--- src/arrg_pkg.sv ---
// ----------------------------------------------------------------------------
// arrg_pkg
// Shared types and constants for the adaptive refresh rate governor.
// ----------------------------------------------------------------------------
package arrg_pkg;

  localparam int unsigned IvW   = 9;
  localparam int unsigned CostW = 16;
  localparam int unsigned CntW  = 4;
  localparam int unsigned CfgDW = 16;
  localparam int unsigned CfgIW = 3;

  localparam logic [IvW-1:0]  IV_FAST = 9'd80;
  localparam logic [IvW-1:0]  IV_LOW  = 9'd160;
  localparam logic [IvW-1:0]  IV_SLOW = 9'd333;
  localparam logic [CntW-1:0] CNT_MAX = 4'd15;

  localparam logic [CostW-1:0] RST_STEPDOWN_LAST = 16'd192;
  localparam logic [CostW-1:0] RST_STEPDOWN_AVG  = 16'd128;
  localparam logic [CostW-1:0] RST_SEVERE_LAST   = 16'd384;
  localparam logic [CostW-1:0] RST_SEVERE_AVG    = 16'd256;
  localparam logic [CntW-1:0]  RST_RECOVER       = 4'd3;

  typedef logic [CfgIW-1:0] cfg_idx_t;
  typedef logic [CfgDW-1:0] cfg_data_t;

  localparam cfg_idx_t REG_ACCELERATED     = 3'd0;
  localparam cfg_idx_t REG_BASE_INTERVAL   = 3'd1;
  localparam cfg_idx_t REG_STEPDOWN_LAST   = 3'd2;
  localparam cfg_idx_t REG_STEPDOWN_AVG    = 3'd3;
  localparam cfg_idx_t REG_SEVERE_LAST     = 3'd4;
  localparam cfg_idx_t REG_SEVERE_AVG      = 3'd5;
  localparam cfg_idx_t REG_RECOVER_REPORTS = 3'd6;

  typedef enum logic [1:0] {
    RSN_NONE      = 2'd0,
    RSN_SEVERE    = 2'd1,
    RSN_PRESSURE  = 2'd2,
    RSN_RECOVERED = 2'd3
  } reason_t;

  typedef struct packed {
    logic             accelerated;
    logic [IvW-1:0]   base_interval;
    logic [CostW-1:0] stepdown_last;
    logic [CostW-1:0] stepdown_avg;
    logic [CostW-1:0] severe_last;
    logic [CostW-1:0] severe_avg;
    logic [CntW-1:0]  recover_reports;
  } cfg_t;

  typedef struct packed {
    logic [CostW-1:0] work_last;
    logic [CostW-1:0] work_avg;
    logic [CostW-1:0] rebuild_last;
    logic [CostW-1:0] rebuild_avg;
    logic             rebuild_flag;
  } report_t;

  typedef struct packed {
    logic [IvW-1:0] refresh_iv;
    logic           interval_changed;
    reason_t        reason_code;
  } result_t;

  typedef struct packed {
    logic [IvW-1:0]  cur_interval;
    logic [CntW-1:0] fast_cnt;
  } gov_state_t;

endpackage

--- src/arrg_if.sv ---
// ----------------------------------------------------------------------------
// arrg_report_if / arrg_result_if
// Valid/ready channels for cost reports and governor results.
// ----------------------------------------------------------------------------
interface arrg_report_if;
  logic        valid;
  logic        ready;
  logic [15:0] work_last;
  logic [15:0] work_avg;
  logic [15:0] rebuild_last;
  logic [15:0] rebuild_avg;
  logic        rebuild_flag;

  modport source (output valid, work_last, work_avg, rebuild_last, rebuild_avg,
                  rebuild_flag, input ready);
  modport sink   (input valid, work_last, work_avg, rebuild_last, rebuild_avg,
                  rebuild_flag, output ready);
endinterface

interface arrg_result_if;
  logic       valid;
  logic       ready;
  logic [8:0] refresh_iv;
  logic       interval_changed;
  logic [1:0] reason_code;

  modport source (output valid, refresh_iv, interval_changed, reason_code,
                  input ready);
  modport sink   (input valid, refresh_iv, interval_changed, reason_code,
                  output ready);
endinterface

--- src/arrg_cfg_regs.sv ---
// ----------------------------------------------------------------------------
// arrg_cfg_regs
// Configuration register file; saturates the base interval on write.
// ----------------------------------------------------------------------------
module arrg_cfg_regs (
  input  logic                clk,
  input  logic                rst_n,
  input  logic                cfg_we,
  input  arrg_pkg::cfg_idx_t  cfg_idx,
  input  arrg_pkg::cfg_data_t cfg_wdata,
  output arrg_pkg::cfg_t      cfg,
  output logic                base_load
);
  import arrg_pkg::*;

  cfg_t           cfg_r;
  logic [IvW-1:0] base_raw;
  logic [IvW-1:0] base_sat;

  assign base_raw = cfg_wdata[IvW-1:0];

  always_comb begin
    if (base_raw < IV_FAST) begin
      base_sat = IV_FAST;
    end else if (base_raw > IV_SLOW) begin
      base_sat = IV_SLOW;
    end else begin
      base_sat = base_raw;
    end
  end

  always_ff @(posedge clk) begin
    if (!rst_n) begin
      cfg_r.accelerated     <= 1'b1;
      cfg_r.base_interval   <= IV_FAST;
      cfg_r.stepdown_last   <= RST_STEPDOWN_LAST;
      cfg_r.stepdown_avg    <= RST_STEPDOWN_AVG;
      cfg_r.severe_last     <= RST_SEVERE_LAST;
      cfg_r.severe_avg      <= RST_SEVERE_AVG;
      cfg_r.recover_reports <= RST_RECOVER;
    end else if (cfg_we) begin
      case (cfg_idx)
        REG_ACCELERATED:     cfg_r.accelerated     <= cfg_wdata[0];
        REG_BASE_INTERVAL:   cfg_r.base_interval   <= base_sat;
        REG_STEPDOWN_LAST:   cfg_r.stepdown_last   <= cfg_wdata;
        REG_STEPDOWN_AVG:    cfg_r.stepdown_avg    <= cfg_wdata;
        REG_SEVERE_LAST:     cfg_r.severe_last     <= cfg_wdata;
        REG_SEVERE_AVG:      cfg_r.severe_avg      <= cfg_wdata;
        REG_RECOVER_REPORTS: cfg_r.recover_reports <= cfg_wdata[CntW-1:0];
        default: ;
      endcase
    end
  end

  assign cfg       = cfg_r;
  assign base_load = cfg_we && (cfg_idx == REG_BASE_INTERVAL);

endmodule

--- src/arrg_decide.sv ---
// ----------------------------------------------------------------------------
// arrg_decide
// Steady-cost extraction, threshold classification and interval stepping.
// ----------------------------------------------------------------------------
module arrg_decide (
  input  arrg_pkg::report_t    rpt,
  input  arrg_pkg::cfg_t       cfg,
  input  arrg_pkg::gov_state_t st,
  output arrg_pkg::gov_state_t st_nxt,
  output arrg_pkg::result_t    res
);
  import arrg_pkg::*;

  logic [CostW-1:0] steady_last;
  logic [CostW-1:0] steady_avg;
  logic [IvW-1:0]   low_iv;
  logic [IvW-1:0]   target;
  reason_t          why;
  logic [CntW-1:0]  cnt_inc;
  logic [IvW-1:0]   recov_iv;
  logic             active;

  assign active = cfg.accelerated && (cfg.base_interval < IV_SLOW);
  assign low_iv = (cfg.base_interval > IV_LOW) ? cfg.base_interval : IV_LOW;

  always_comb begin
    steady_last = rpt.work_last;
    steady_avg  = rpt.work_avg;
    if (rpt.rebuild_flag) begin
      steady_last = (rpt.work_last > rpt.rebuild_last) ?
                    rpt.work_last - rpt.rebuild_last : '0;
      steady_avg  = (rpt.work_avg > rpt.rebuild_avg) ?
                    rpt.work_avg - rpt.rebuild_avg : '0;
    end
  end

  always_comb begin
    target = cfg.base_interval;
    why    = RSN_NONE;
    if (steady_last >= cfg.severe_last || steady_avg >= cfg.severe_avg) begin
      target = IV_SLOW;
      why    = RSN_SEVERE;
    end else if (steady_last >= cfg.stepdown_last || steady_avg >= cfg.stepdown_avg) begin
      target = low_iv;
      why    = RSN_PRESSURE;
    end
  end

  assign cnt_inc  = (st.fast_cnt < CNT_MAX) ? st.fast_cnt + 1'b1 : st.fast_cnt;
  assign recov_iv = (st.cur_interval >= IV_SLOW) ? low_iv : cfg.base_interval;

  always_comb begin
    st_nxt               = st;
    res.interval_changed = 1'b0;
    res.reason_code      = RSN_NONE;
    if (active) begin
      if (target > st.cur_interval) begin
        st_nxt.fast_cnt      = '0;
        st_nxt.cur_interval  = target;
        res.interval_changed = 1'b1;
        res.reason_code      = why;
      end else if (target == cfg.base_interval && st.cur_interval > cfg.base_interval) begin
        st_nxt.fast_cnt = cnt_inc;
        if (cnt_inc >= cfg.recover_reports) begin
          st_nxt.fast_cnt = '0;
          if (recov_iv != st.cur_interval) begin
            st_nxt.cur_interval  = recov_iv;
            res.interval_changed = 1'b1;
            res.reason_code      = RSN_RECOVERED;
          end
        end
      end else begin
        st_nxt.fast_cnt = '0;
      end
    end
    res.refresh_iv = st_nxt.cur_interval;
  end

endmodule

--- src/adaptive_refresh_rate_governor.sv ---
// ----------------------------------------------------------------------------
// adaptive_refresh_rate_governor
// Picks the refresh interval from a stream of cost reports.
// ----------------------------------------------------------------------------
// One cost report can be accepted every cycle while results are taken,
// and each gives exactly one result. The report lands in an input
// register; the decision logic, run against the governor state, then
// writes the result register and the new state together once the output
// register is free or its result is taken. While a result waits at the
// output, one more report is held in the input register and the input
// then stalls until the result is taken. Configuration writes are applied
// at once; a base interval write also reloads the current interval.
// ----------------------------------------------------------------------------
module adaptive_refresh_rate_governor (
  input  logic                clk,
  input  logic                rst_n,
  arrg_report_if.sink         in_rpt,
  arrg_result_if.source       out_res,
  input  logic                cfg_we,
  input  arrg_pkg::cfg_idx_t  cfg_idx,
  input  arrg_pkg::cfg_data_t cfg_wdata
);
  import arrg_pkg::*;

  cfg_t       cfg;
  logic       base_load;
  report_t    rpt_r;
  logic       rpt_vld_r;
  result_t    res_r;
  result_t    res_nxt;
  logic       res_vld_r;
  gov_state_t st_r;
  gov_state_t st_nxt;
  logic       advance;
  logic       in_take;

  assign advance      = !res_vld_r || out_res.ready;
  assign in_rpt.ready = rst_n && (!rpt_vld_r || advance);
  assign in_take      = in_rpt.valid && in_rpt.ready;

  arrg_cfg_regs u_cfg (
    .clk       (clk),
    .rst_n     (rst_n),
    .cfg_we    (cfg_we),
    .cfg_idx   (cfg_idx),
    .cfg_wdata (cfg_wdata),
    .cfg       (cfg),
    .base_load (base_load)
  );

  arrg_decide u_decide (
    .rpt    (rpt_r),
    .cfg    (cfg),
    .st     (st_r),
    .st_nxt (st_nxt),
    .res    (res_nxt)
  );

  always_ff @(posedge clk) begin
    if (in_take) begin
      rpt_r.work_last    <= in_rpt.work_last;
      rpt_r.work_avg     <= in_rpt.work_avg;
      rpt_r.rebuild_last <= in_rpt.rebuild_last;
      rpt_r.rebuild_avg  <= in_rpt.rebuild_avg;
      rpt_r.rebuild_flag <= in_rpt.rebuild_flag;
    end
    if (rpt_vld_r && advance) begin
      res_r <= res_nxt;
    end
  end

  always_ff @(posedge clk) begin
    if (!rst_n) begin
      rpt_vld_r <= 1'b0;
      res_vld_r <= 1'b0;
      st_r.cur_interval <= IV_FAST;
      st_r.fast_cnt     <= '0;
    end else begin
      if (in_rpt.ready) begin
        rpt_vld_r <= in_rpt.valid;
      end
      if (advance) begin
        res_vld_r <= rpt_vld_r;
      end
      if (base_load) begin
        st_r.cur_interval <= cfg_wdata[IvW-1:0] < IV_FAST ? IV_FAST :
                             cfg_wdata[IvW-1:0] > IV_SLOW ? IV_SLOW :
                             cfg_wdata[IvW-1:0];
      end else if (rpt_vld_r && advance) begin
        st_r <= st_nxt;
      end
    end
  end

  assign out_res.valid            = res_vld_r;
  assign out_res.refresh_iv       = res_r.refresh_iv;
  assign out_res.interval_changed = res_r.interval_changed;
  assign out_res.reason_code      = res_r.reason_code;

endmodule

--- src/flat_wrapper.sv ---
// flat-port wrapper written by rule: the top's interface ports become plain ports
module adaptive_refresh_rate_governor_flat import arrg_pkg::*;
  (clk, rst_n, cfg_we, cfg_idx, cfg_wdata, in_rpt_valid, in_rpt_work_last, in_rpt_work_avg, in_rpt_rebuild_last, in_rpt_rebuild_avg, in_rpt_rebuild_flag, in_rpt_ready, out_res_valid, out_res_refresh_iv, out_res_interval_changed, out_res_reason_code, out_res_ready);
  arrg_report_if in_rpt_i ();
  arrg_result_if out_res_i ();
  input  logic clk;
  input  logic rst_n;
  input  logic cfg_we;
  input  arrg_pkg::cfg_idx_t cfg_idx;
  input  arrg_pkg::cfg_data_t cfg_wdata;
  input wire logic [$bits(in_rpt_i.valid)-1:0] in_rpt_valid;
  input wire logic [$bits(in_rpt_i.work_last)-1:0] in_rpt_work_last;
  input wire logic [$bits(in_rpt_i.work_avg)-1:0] in_rpt_work_avg;
  input wire logic [$bits(in_rpt_i.rebuild_last)-1:0] in_rpt_rebuild_last;
  input wire logic [$bits(in_rpt_i.rebuild_avg)-1:0] in_rpt_rebuild_avg;
  input wire logic [$bits(in_rpt_i.rebuild_flag)-1:0] in_rpt_rebuild_flag;
  output wire logic [$bits(in_rpt_i.ready)-1:0] in_rpt_ready;
  output wire logic [$bits(out_res_i.valid)-1:0] out_res_valid;
  output wire logic [$bits(out_res_i.refresh_iv)-1:0] out_res_refresh_iv;
  output wire logic [$bits(out_res_i.interval_changed)-1:0] out_res_interval_changed;
  output wire logic [$bits(out_res_i.reason_code)-1:0] out_res_reason_code;
  input wire logic [$bits(out_res_i.ready)-1:0] out_res_ready;
  assign in_rpt_i.valid = in_rpt_valid;
  assign in_rpt_i.work_last = in_rpt_work_last;
  assign in_rpt_i.work_avg = in_rpt_work_avg;
  assign in_rpt_i.rebuild_last = in_rpt_rebuild_last;
  assign in_rpt_i.rebuild_avg = in_rpt_rebuild_avg;
  assign in_rpt_i.rebuild_flag = in_rpt_rebuild_flag;
  assign in_rpt_ready = in_rpt_i.ready;
  assign out_res_valid = out_res_i.valid;
  assign out_res_refresh_iv = out_res_i.refresh_iv;
  assign out_res_interval_changed = out_res_i.interval_changed;
  assign out_res_reason_code = out_res_i.reason_code;
  assign out_res_i.ready = out_res_ready;
  adaptive_refresh_rate_governor u_core (.clk(clk), .rst_n(rst_n), .in_rpt(in_rpt_i), .out_res(out_res_i), .cfg_we(cfg_we), .cfg_idx(cfg_idx), .cfg_wdata(cfg_wdata));
endmodule
--- config.mk ---
export PLATFORM = sky130hd
export DESIGN_NAME = adaptive_refresh_rate_governor_flat
export DESIGN_NICKNAME = d
export VERILOG_FILES = /design/src/arrg_pkg.sv /design/src/arrg_if.sv /design/src/arrg_cfg_regs.sv /design/src/arrg_decide.sv /design/src/adaptive_refresh_rate_governor.sv /design/src/flat_wrapper.sv
export SDC_FILE = /design/constraint.sdc
export NUM_CORES = 1
export LEC_CHECK = 0
export BUFFER_PORTS_ARGS = -buffer_cell sky130_fd_sc_hd__buf_2
export CAP_MARGIN = 20
export CORE_MARGIN = 3
export CORE_UTILIZATION = 50
export DETAILED_ROUTE_END_ITERATION = 16
export MAX_ROUTING_LAYER = met4
export PLACE_DENSITY = 0.69
export SYNTH_ARGS = -nofsm -noshare
export SYNTH_HDL_FRONTEND = slang
export SYNTH_SLANG_ARGS = --single-unit
--- constraint.sdc ---
create_clock -name clk -period 13.5 [get_ports clk]
set_input_delay 2.7 -clock clk [delete_from_list [all_inputs] [get_ports clk]]
set_output_delay 2.7 -clock clk [all_outputs]
set_load 0.01 [all_outputs]
# Word-level counts from Yosys, hierarchy flattened
# Cells that the tools add are included.
# W data, S select, Z words.
word_totals:
  mem_count: 0
  regBits: 170
  mem_bits_ro: 0
  out_inout_bits: 14
  mem_bits_rw: 0
  in_bits: 89
  latchBits: 0
classes:
  n_mul: 0
  reduce_logical: 22
  n_addsub: 3
  bitwise: 1
  eq_ne: 8
  n_shift: 0
  n_div: 0
  mux: 25
  order_cmp: 15
op_table:
  columns: ["op", "n"]
  rows:
  - ["$mux W9", 9]
  - ["$ge A16 B16 Y1", 4]
  - ["$mux W16", 4]
  - ["$mux W13", 4]
  - ["$gt A16 B16 Y1", 2]
  - ["$sub A16 B16 Y16", 2]
  - ["$gt A9 B9 Y1", 2]
  - ["$reduce_and A2 Y1", 7]
  - ["$mux W3", 4]
  - ["$eq A3 B3 Y1 const B", 3]
  - ["$eq A9 B9 Y1", 1]
  - ["$ge A9 B9 Y1 const B", 1]
  - ["$gt A9 B8 Y1 const B", 1]
  - ["$gt A9 B9 Y1 const B", 1]
  - ["$lt A9 B7 Y1 const B", 1]
  - ["$lt A9 B9 Y1 const B", 1]
  - ["$ne A9 B9 Y1", 1]
  - ["$mux W4", 2]
  - ["$eq A3 B2 Y1 const B", 2]
  - ["$logic_and A1 B1 Y1", 6]
  - ["$add A4 B1 Y4 const B", 1]
  - ["$ge A4 B4 Y1", 1]
  - ["$logic_or A1 B1 Y1", 4]
  - ["$lt A4 B4 Y1 const B", 1]
  - ["7 further kinds", 9]

# Depth between registers and ports, before layout
# Gate-level depths: netlist (run 1).
depth:
  word_depth: 14
  ltp_mapped: 32
  mapped_depth_nobuf: 31

# Hierarchy
# Synthesis (run 1) repeated with hierarchy kept, for this count alone.
hier_totals:
  cells_unflattened: 1242
  area_unflattened_um2: 11162.0
modules_own_cells:
  columns: ["mod", "n_inst", "cells_per_inst", "area_per_inst_um2"]
  rows:
  - ["arrg_decide", 1, 700, 4889.7]
  - ["arrg_cfg_regs", 1, 370, 3173.0]
  - ["adaptive_refresh_rate_governor", 1, 172, 3099.2]

# Least setup slack after synthesis (run 1)
# No wires, ideal clock.
synth_timing:
  path_kind: "reg-to-reg"
  start: "reg u_core.rpt_r[49] (netlist bit)"
  end: "reg u_core.res_r (netlist bit u_core.out_res.refresh_iv[0]) (data pin)"
  period_less_slack_ps: 6209
  setup_ps: 264
  stages_incl_launch_ff: 31
  slack_ps: 7291
  t_arrival_ps: 5945
  path_cell_list: "edfxtp_1 > inv_1 > ha_1 > inv_1 > fa_1 > a21o_1 > a21oi_1 > o21bai_1 > a2111o_1 > a311oi_2 > o21ai_0 > nand3_1 > buf_2 > o2bb2ai_1 > ha_1 > a211o_1 > a31oi_1 > o21ai_1 > o2bb2ai_2 > nor3_4 > clkbuf_1 > o21ai_0 > ha_1 > o21ai_0 > a21oi_1 > o31ai_1 > a31oi_1 > buf_2 > o31ai_2 > nand2_1 > a2bb2oi_1"
synth_rtl:
  columns: ["element", "line_no", "text"]
  rows:
  - ["start, declared", "adaptive_refresh_rate_governor.sv:27", "report_t rpt_r;"]
  - ["end signal, assigned", "adaptive_refresh_rate_governor.sv:68", "res_r <= res_nxt;"]
  - ["end, declared", "adaptive_refresh_rate_governor.sv:29", "result_t res_r;"]

# Final worst setup path (run 1)
layout_timing:
  start: "reg u_core.rpt_r[49] (netlist bit)"
  end: "reg u_core.st_r[9] (netlist bit)"
layout_between:
  elab_chain_len: 14
layout_rtl:
  columns: ["element", "line_no", "text"]
  rows:
  - ["$sub A16 B16 Y16 or $gt A16 B16 Y1 (tied branches)", "arrg_decide.sv:31, arrg_decide.sv:30", null]
  - ["$mux W16", "arrg_decide.sv:30", "steady_last = (rpt.work_last > rpt.rebuild_last) ?"]
  - ["$mux W16 *", "arrg_decide.sv:29", "if (rpt.rebuild_flag) begin"]
  - ["$ge A16 B16 Y1", "arrg_decide.sv:43", "end else if (steady_last >= cfg.stepdown_last || steady_avg >= cfg.stepdown_avg) begin"]
  - ["$logic_or A1 B1 Y1", "arrg_decide.sv:43", null]
  - ["$mux W9", "arrg_decide.sv:43", null]
  - ["$mux W9 *", "arrg_decide.sv:40", "if (steady_last >= cfg.severe_last || steady_avg >= cfg.severe_avg) begin"]
  - ["branches (longest 3 deep; another with $gt A9 B9 Y1)", null, null]
  - ["$mux W13 *", "arrg_decide.sv:57", "if (target > st.cur_interval) begin"]
  - ["$mux W13 *", "arrg_decide.sv:56", "if (active) begin"]
  - ["$mux W13 *", "adaptive_refresh_rate_governor.sv:89", "end else if (rpt_vld_r && advance) begin"]
  - ["$mux W9 *", "adaptive_refresh_rate_governor.sv:85", "if (base_load) begin"]
  - ["end signal, assigned", "adaptive_refresh_rate_governor.sv:90", "st_r <= st_nxt;"]
  - ["end, declared", "adaptive_refresh_rate_governor.sv:32", "gov_state_t st_r;"]
# Mark *: on every way between the ends. The select of a mux whose other input is x is not followed.
# A chain may end at the register's enable or synchronous reset.

==> flow_summary.json, run 1 <==
{
  "outcome": "completed",
  "timing.critical_path.to_type": "flip-flop",
  "fin_worst_skew_ps": 7.29,
  "synth_commonest_cells": "nand2_1 (168), inv_1 (132), ha_1 (119)",
  "synth_area_leaders": "edfxtp_1 (22%), dfxtp_1 (17%), ha_1 (14%)",
  "drv_cap": 0,
  "clock_latency_ps": 430,
  "dieArea_um2": 23200,
  "leakagePower_nw": 4.98,
  "wirelength_um": 27500,
  "syn-num-nets": 1394,
  "hold_class": "flip-flop to flip-flop",
  "hold_viol_final": 0,
  "grt_pass1_wl_um": 44600,
  "pin_count": 103,
  "numPortBuffers": 102,
  "fmax_ghz": 0.134,
  "grt_max_degree": 76,
  "fin_crit_sh_pct": 55.3,
  "cts_buffers": 17,
  "synth-async-reset-ratio_pct": 0,
  "first_iter_violations": 542,
  "synthDistinctLibCells": 91,
  "cts_resized": 0,
  "fin_tns_setup_ps": 0,
  "start_kind": "flip-flop",
  "synth_edf_count": 77,
  "row_count": 52,
  "tightestPinTransition_ps": 1020,
  "critPathRequiredTime_ps": 13860,
  "gp_congestion": 0.979,
  "hold_buffers": 0,
  "start_util_pct": 51.8,
  "synthesis.area_um2": 10700,
  "rsz0062_at_grt": "no",
  "synth_top_area_share_pct": 21.6,
  "first_pass_iters": 5,
  "gr-total-overflow": 0,
  "drive_gt1_share_pct": 13.9,
  "max_stage_delay_ps": 620,
  "synth-seq-cells": 170,
  "synth_flop_cell": "dfxtp_1",
  "setup_viol": 0,
  "post-route-min-period_ps": 7460,
  "slew_viol_final": 0,
  "critPathArrivalTime_ps": 7820,
  "clockRootBuffer": "clkbuf_16",
  "grt_pass1_vias": 8462,
  "tritoncts": "yes",
  "slew_headroom_pct": 31.6,
  "ys_warn_count": 0,
  "post_cts_buffers": 0,
  "routedWlPerCell_um": 17.7,
  "antenna_found_initial": 0,
  "clock_path_buffers": 2,
  "ys_seq_area_share_pct": 39.1,
  "synth_cells": 1184,
  "worst-setup-path-type": "flip-flop to flip-flop",
  "synth_area_per_cell_um2": 9.03,
  "cp_max_fo": 18,
  "syn2layout_area_growth_pct": 12.6,
  "cp_slowest_cell": "nor3_4",
  "clk_pin_slew_ps": 70,
  "dp_hpwl_um": 21000,
  "critPathTopFamily": "compound AO/OA/AOI/OAI gates",
  "synth.most_common_cell": "nand2_1",
  "coreArea_um2": 20600,
  "total_power_mw": 1.38,
  "cts.sinks": 170,
  "fin_nets": 1482,
  "power.density_nw_per_um2": 115,
  "yosys.area.top_type": "edfxtp_1",
  "drc": 0,
  "via_count": 8858,
  "n_antenna_cell": 0,
  "ir_drop_mv": 0.0876,
  "critPathBufInv": 5,
  "die_y_um": 152,
  "antenna_left": 0,
  "htree_levels": 4,
  "cp_common_cell": "inv_1",
  "via_per_inst": 5.70,
  "die_w_um": 152,
  "track_usage_pct": 24.3
}
[kinds of logic after synthesis]
logic type / after synthesis / synth area share [%]
compound gates: 334 / 22.1
xor+xnor: 25 / 2.05
fa+ha+maj: 121 / 14.3
buf+inv: 177 / 6.33
flops: 170 / 39.1
mux: 9 / 0.866
simple gates: 348 / 15.2
[layer usage]
layer | vias up | share of wire (%) | wire, µm | track usage (%)
met3 | 33 | 5.1 | 1390 | 4.26
met1 | 4168 | 47 | 12800 | 33.0
li1 | 4408 | - | - | -
met4 | 0 | 1.5 | 421 | 5.52
met2 | 249 | 47 | 12900 | 38.2
met5 | - | 0 | 0 | -
[worst register-to-register path, delay by kind of cell (launching register included)]
kind	cells	cell delay [ps]
buf+inv	5	780
simple gates	7	1590
fa+ha+maj	4	1100
flops	1	390
compound gates	14	3180
mux	1	360
[sequential cells by signal, summed over array words and instances, names as in the netlist]
name / cells
u_core.st_r: 13
u_core.rpt_r: 65
u_core.out_res.reason_code: 2
u_core.out_res.refresh_iv: 9
u_core.rpt_vld_r: 1
u_core.u_cfg.cfg: 78
u_core.out_res.interval_changed: 1
u_core.out_res.valid: 1
[layout by cell type (no fill, tap or decap), types with 5 or more instances in the layout]
cell       instances
and2_1             9
dfxtp_1           93
nor2_1            54
nor3_1            19
clkbuf_16         18
o2bb2ai_1          9
edfxtp_1          77
mux2i_1            7
inv_1            131
clkinv_4           5
nand3_1           20
nand4_1           17
o211ai_1          14
o21ai_0           28
a211oi_1           9
buf_2            102
inv_2              5
xnor2_1           16
o21a_1            23
a2bb2oi_1          6
xor2_1             9
nand2b_1          16
a211o_1            6
o21ai_1            6
a21oi_1          116
a21o_1            23
a22o_1            18
a31oi_1            8
buf_4              8
ha_1             119
nor2b_1           16
nand2_1          168
[report_power, final]
| group | switching (mW) | total (mW) | internal [mW] |
|---|---|---|---|
| Combinational | 0.180 | 0.302 | 0.122 |
| Clock | 0.213 | 0.494 | 0.281 |
| Sequential | 0.0161 | 0.583 | 0.567 |
[final cells by class]
type | count | area, µm²
fill | 1853 | 8590
multi-input combinational | 837 | 5840
sequential | 170 | 4170
timing repair buffer | 110 | 571
inverter | 136 | 510
clock buffer | 22 | 489
tap | 270 | 338
clock inverter | 10 | 108
[path summary, 6_finish.rpt]
check | depth (start not counted) | slack, ps | startpoint | endpoint
max | 31 | 6040 | u_core.rpt_r[49]$_DFFE_PP_ | u_core.st_r[9]$_SDFFE_PN0P_
min | 2 | 450 | u_core.u_cfg.cfg[11]$_SDFFE_PN0P_ | u_core.u_cfg.cfg[11]$_SDFFE_PN0P_
max reg2reg | 31 | 6040 | u_core.rpt_r[49]$_DFFE_PP_ | u_core.st_r[9]$_SDFFE_PN0P_
min reg2reg | 2 | 450 | u_core.u_cfg.cfg[11]$_SDFFE_PN0P_ | u_core.u_cfg.cfg[11]$_SDFFE_PN0P_
[stage by stage]
stage	cells	utilization (%)	setup WS [ps]	hold slack, ps	area [µm²]
floorplan	1184	-	7290	436	10700
global placement	1523	55.4	6420	443	11400
detailed placement	1523	55.4	6190	447	11400
CTS	1555	58.3	6150	456	12000
global route	1555	58.3	5520	471	12000
finish	1555	58.3	6040	455	12000
Note: power is estimated with default switching activity, not from simulation.
==> run 2: changes to the inputs <==
==> constraint.sdc (replaced) <==
create_clock -name clk -period 7.7 [get_ports clk]
set_input_delay 1.54 -clock clk [delete_from_list [all_inputs] [get_ports clk]]
set_output_delay 1.54 -clock clk [all_outputs]
set_load 0.01 [all_outputs]
==> run 2 against run 1 <==
Compared with the run above:
- via count is 0.17% lower
- largest power group unchanged
- register-to-register slack worse by 5400 ps
- fmax rose by 5.1%
- combinational power grew 77%
- sequential share of layout area grew 0.11 points
- largest cell class unchanged
- clock-buffer cell count grew 2
- setup slack got worse by 5400 ps
- worst hold slack about the same
- core utilization fell by 0.19 points
- clock skew increased by 8.0 ps
- critical path type unchanged
- clock power is 64% higher
==> flow_summary.json, run 2 (synthesis gave the netlist of run 1 again) <==
{
  "clock_path_buffers": 2,
  "mostFrequentLayoutCell": "nand2_1",
  "post-route-min-period_ps": 7100,
  "fin_crit_sh_pct": 92.2,
  "via_count": 8843,
  "fin_worst_skew_ps": 15.3,
  "cts_buffers": 17,
  "grt_pass1_wl_um": 43700,
  "htree_levels": 4,
  "die_y_um": 152,
  "drv_cap": 0,
  "p_comb_share_pct": 22.6,
  "hold_buffers": 0,
  "numPortBuffers": 102,
  "rr_startpoint": "u_core.rpt_r[49]$_DFFE_PP_",
  "ir_drop_mv": 0.136,
  "hold_class": "flip-flop to flip-flop",
  "grt_use_met1_pct": 31.8,
  "cp_common_cell": "inv_1",
  "grt_pass1_vias": 8422,
  "first_iter_violations": 586,
  "antenna_found_initial": 0,
  "syn2layout_area_growth_pct": 12.2,
  "pin_count": 103,
  "leakagePower_nw": 4.96,
  "setup_viol": 0,
  "fin_nets": 1484,
  "hold_viol_final": 0,
  "track_usage_pct": 23.7,
  "die_w_um": 152,
  "internal_power_mw": 1.65,
  "drive_gt1_share_pct": 13.8,
  "switchingPower_mw": 0.709,
  "cp_max_fo": 14,
  "fin_cells": 1557,
  "top_usage_layer": "met2",
  "tightestPinTransition_ps": 1110,
  "clk_pin_slew_ps": 70,
  "cp_slowest_cell": "a2111o_1",
  "wirelength_um": 27100,
  "cts.sinks": 170,
  "critPathBufInv": 5,
  "coreArea_um2": 20600,
  "min_to": "u_core.u_cfg.cfg[46]$_SDFFE_PN0P_",
  "fmax_ghz": 0.141,
  "start_kind": "flip-flop",
  "r2r_slack_ps": 600,
  "p_sw_share_pct": 30.0,
  "fillCellCount": 1880,
  "hold_start": "u_core.u_cfg.cfg[46]$_SDFFE_PN0P_",
  "gr-total-overflow": 0,
  "power.density_nw_per_um2": 197,
  "critPathTopFamily": "compound AO/OA/AOI/OAI gates",
  "gr-usage-met2_pct": 38.0,
  "r2r_end": "u_core.st_r[9]$_SDFFE_PN0P_",
  "crit_path_start": "u_core.rpt_r[49]$_DFFE_PP_",
  "antenna_left": 0,
  "critPathRequiredTime_ps": 8060,
  "first_pass_iters": 5,
  "gr-usage-met3_pct": 3.35,
  "row_count": 52,
  "final_cell_mix": "nand2_1 (168), inv_1 (131), ha_1 (119)",
  "max_stage_delay_ps": 460,
  "largest_reg_flops": 78,
  "worst-setup-path-type": "flip-flop to flip-flop",
  "pwr-share-seq_pct": 43.2,
  "dieArea_um2": 23200,
  "dp_hpwl_um": 20300,
  "tritoncts": "yes",
  "slew_viol_final": 0,
  "via_per_inst": 5.68,
  "slew_headroom_pct": 25.8,
  "dpl.cell_count": 1524,
  "n_antenna_cell": 0,
  "fin_tns_setup_ps": 0,
  "outcome": "completed",
  "reg2reg_depth": 31,
  "drc": 0,
  "hold_slack_ps": 454,
  "routedWlPerCell_um": 17.4,
  "grt_max_degree": 76,
  "holdPathStages": 2,
  "rsz0062_at_grt": "no",
  "timing.critical_path.to_type": "flip-flop",
  "clock_latency_ps": 440,
  "critPathArrivalTime_ps": 7460,
  "start_util_pct": 51.8,
  "gp_congestion": 1.01,
  "p_clk_share_pct": 34.2,
  "clockRootBuffer": "clkbuf_16",
  "total_power_mw": 2.36
}
run 2: power by group through the flow:
stage / registers, mW / logic [mW] / clock network (mW)
final: 1.02 / 0.534 / 0.808
after global routing: 1.03 / 0.591 / 0.865
after CTS: 1.02 / 0.527 / 0.821
after detailed placement: 1.04 / 0.523 / 0
after global placement: 1.04 / 0.520 / 0
after floorplan: 1.04 / 0.374 / 0
run 2: how the worst max path moves through the flow:
stage	to	cells past startpoint	slack [ps]
6_report	u_core.st_r[9]$_SDFFE_PN0P_	31	600
5_1_grt	u_core.st_r[6]$_SDFFE_PN0P_	32	20
4_1_cts	u_core.st_r[9]$_SDFFE_PN0P_	31	650
3_5_place_dp	u_core.st_r[9]$_SDFFE_PN0P_	31	750
3_3_place_gp	u_core.st_r[9]$_SDFFE_PN0P_	31	940
2_1_floorplan	u_core.out_res.refresh_iv[0]$_DFFE_PP_	30	1490
run 2: layout make-up:
class,count,area [µm²],share of cell area [%]
multi-input cells,837,5840,48.7
flip-flops and latches,170,4170,34.8
repair buffers,112,586,4.88
inverters,136,510,4.26
clock buffers,24,483,4.03
well taps,270,338,2.82
clock inverters,8,60.1,0.501
run 2: what timing repair did:
item,in CTS,in global routing
setup endpoints to repair,0,6
buffers inserted,0,1
hold endpoints to repair,0,0
gates resized for setup,0,0
run 2: per-layer routing:
layer	share of wire, %	up-vias
li1	-	4425
met3	4.6	32
met2	47	234
met1	46	4152
met5	0	-
met4	1.8	0
run 2: metrics by stage:
step,setup WS (ps),instance area (µm²),util [%]
3_5_place_dp,752,11400,55.5
6_report,598,12000,58.1
5_1_grt,15.2,12000,58.1
4_1_cts,650,12000,58.1
2_1_floorplan,1490,10700,-
3_3_place_gp,935,11400,55.5
run 2: tightest hold or removal path, stage by stage (launching register included):
cell and delay [ps]:
dfxtp_1 310, nand2_1 50, a21oi_1 50
==> run 3: changes to the inputs <==
--- a/config.mk
+++ b/config.mk
@@ -8,10 +8,9 @@
 export BUFFER_PORTS_ARGS = -buffer_cell sky130_fd_sc_hd__buf_2
 export CAP_MARGIN = 20
 export CORE_MARGIN = 3
-export CORE_UTILIZATION = 50
+export CORE_UTILIZATION = 25
 export DETAILED_ROUTE_END_ITERATION = 16
 export MAX_ROUTING_LAYER = met4
-export PLACE_DENSITY = 0.69
 export SYNTH_ARGS = -nofsm -noshare
 export SYNTH_HDL_FRONTEND = slang
 export SYNTH_SLANG_ARGS = --single-unit
==> run 3 against run 2 <==
Compared with the run above:
- global-route usage shrank 9.4 points
- final cell count grew 18%
- combinational power grew 1%
- clock-buffer cell count shrank 4
- via count is essentially flat
- non-clock buffer count is the same
- core utilization shrank 29 points
- cell area grew 3.3%
- critical path type unchanged
- largest power group unchanged
==> flow_summary.json, run 3 (synthesis gave the netlist of run 1 again) <==
{
  "die_w_um": 213,
  "largest_reg_flops": 78,
  "post-route-min-period_ps": 7110,
  "clockRootBuffer": "clkbuf_16",
  "drc": 0,
  "fin_tns_setup_ps": 0,
  "row_count": 75,
  "post_cts_buffers": 0,
  "drv_cap": 0,
  "cts_buffers": 17,
  "gp_congestion": 0.925,
  "critPathBufInv": 4,
  "cts.sinks": 170,
  "antenna_left": 0,
  "max_stage_delay_ps": 460,
  "numPortBuffers": 102,
  "fin_crit_sh_pct": 92.3,
  "drive_gt1_share_pct": 14.1,
  "hold_start": "u_core.u_cfg.cfg[42]$_SDFFE_PN0P_",
  "ir_drop_mv": 0.0989,
  "routedWlPerCell_um": 16.8,
  "fmax_ghz": 0.141,
  "wl_met2_um": 14500,
  "rr_startpoint": "u_core.rpt_r[49]$_DFFE_PP_",
  "coreArea_um2": 42000,
  "power.density_nw_per_um2": 197,
  "dr.max_layer_used": "met4",
  "outcome": "completed",
  "htree_levels": 4,
  "hold_viol_final": 0,
  "tightestPinTransition_ps": 952,
  "final_cell_mix": "nand2_1 (168), inv_1 (131), ha_1 (119)",
  "start_util_pct": 25.4,
  "first_pass_iters": 5,
  "wirelength_um": 30700,
  "crit_end": "u_core.out_res.refresh_iv[3]$_DFFE_PP_",
  "critPathRequiredTime_ps": 7970,
  "wirelength_met1_um": 13800,
  "r2r_end": "u_core.out_res.refresh_iv[3]$_DFFE_PP_",
  "wl_met3_um": 1820,
  "grt_pass1_vias": 8914,
  "grt_max_degree": 73,
  "dieArea_um2": 45300,
  "cp_slowest_cell": "a2111o_1",
  "timing.critical_path.to_type": "flip-flop",
  "fin_nets": 1484,
  "tritoncts": "yes",
  "pin_count": 103,
  "mostFrequentLayoutCell": "nand2_1",
  "via_per_inst": 4.82,
  "crit_path_start": "u_core.rpt_r[49]$_DFFE_PP_",
  "setup_viol": 0,
  "r2r_slack_ps": 590,
  "cts_resized": 0,
  "leakagePower_nw": 4.98,
  "clock_path_buffers": 2,
  "rsz0062_at_grt": "no",
  "slew_viol_final": 0,
  "path_depth": 31,
  "first_iter_violations": 518,
  "syn2layout_area_growth_pct": 16.0,
  "grt_pass1_wl_um": 48800,
  "critPathArrivalTime_ps": 7380,
  "clock_latency_ps": 450,
  "reg2reg_depth": 31,
  "cp_max_fo": 14,
  "die_y_um": 213,
  "worst-setup-path-type": "flip-flop to flip-flop",
  "start_kind": "flip-flop",
  "dp_hpwl_um": 23600,
  "fin_worst_skew_ps": 12.1,
  "antenna_found_initial": 10,
  "hold_slack_ps": 455,
  "fillCellCount": 4464,
  "track_usage_pct": 14.4,
  "critPathTopFamily": "compound AO/OA/AOI/OAI gates",
  "hold_class": "flip-flop to flip-flop",
  "slew_headroom_pct": 36.5,
  "via_count": 8841,
  "hold_buffers": 0,
  "clk_pin_slew_ps": 70,
  "gr-total-overflow": 0
}
run 3: cell types whose count changed in the layout (fill, tap and decap cells not counted), sizes merged:
cell / before / now
inv: 139 / 144
clkinvlp: 0 / 2
bufinv: 0 / 1
diode: 0 / 8
clkbuf: 24 / 20
clkinv: 5 / 1
run 3: how the worst min path moves through the flow:
stage	to	depth (start not counted)
after CTS	u_core.u_cfg.cfg[45]$_SDFFE_PN0P_	2
after global placement	u_core.u_cfg.cfg[38]$_SDFFE_PN0P_	2
after global routing	u_core.u_cfg.cfg[48]$_SDFFE_PN0P_	2
final	u_core.u_cfg.cfg[42]$_SDFFE_PN0P_	2
after floorplan	u_core.u_cfg.cfg[10]$_SDFFE_PN0P_	2
after detailed placement	u_core.u_cfg.cfg[45]$_SDFFE_PN0P_	2
run 3: report_power, final:
part / leakage [nW] / internal (mW) / total [mW] / switching (mW)
combinational: 3.22 / 0.215 / 0.541 / 0.326
clock: 0.283 / 0.475 / 0.875 / 0.400
sequential: 1.48 / 0.994 / 1.02 / 0.0284
run 3: final cells by class:
type	instances	area, µm²	share of cell area, %
inverters	136	510	4.12
diodes	8	20.0	0.162
clock buffers	20	458	3.70
clock inverters	12	125	1.01
flip-flops and latches	170	4170	33.7
well taps	539	674	5.44
multi-input cells	837	5840	47.2
repair buffers	112	586	4.73
run 3: metal layers:
metal / up-vias / GRT usage, %
met2: 202 / 23.5
met4: 0 / 3.90
met5: - / -
met1: 4183 / 17.4
met3: 30 / 4.06
li1: 4426 / -
run 3: tightest hold or removal path: stages, from the launching register on:
cell	delay [ps]
dfxtp_1	310
nand2_1	50
a21oi_1	50
run 3: stage by stage:
step | worst slack (ps) | power [mW] | cells | utilization [%] | cell area (µm²)
detailed placement | 705 | 1.58 | 1793 | 28.0 | 11800
finish | 591 | 2.44 | 1834 | 29.5 | 12400
floorplan | 1490 | 1.41 | 1184 | - | 10700
global route | 137 | 2.57 | 1834 | 29.5 | 12400
CTS | 666 | 2.47 | 1825 | 29.4 | 12400
global placement | 876 | 1.58 | 1793 | 28.0 | 11800
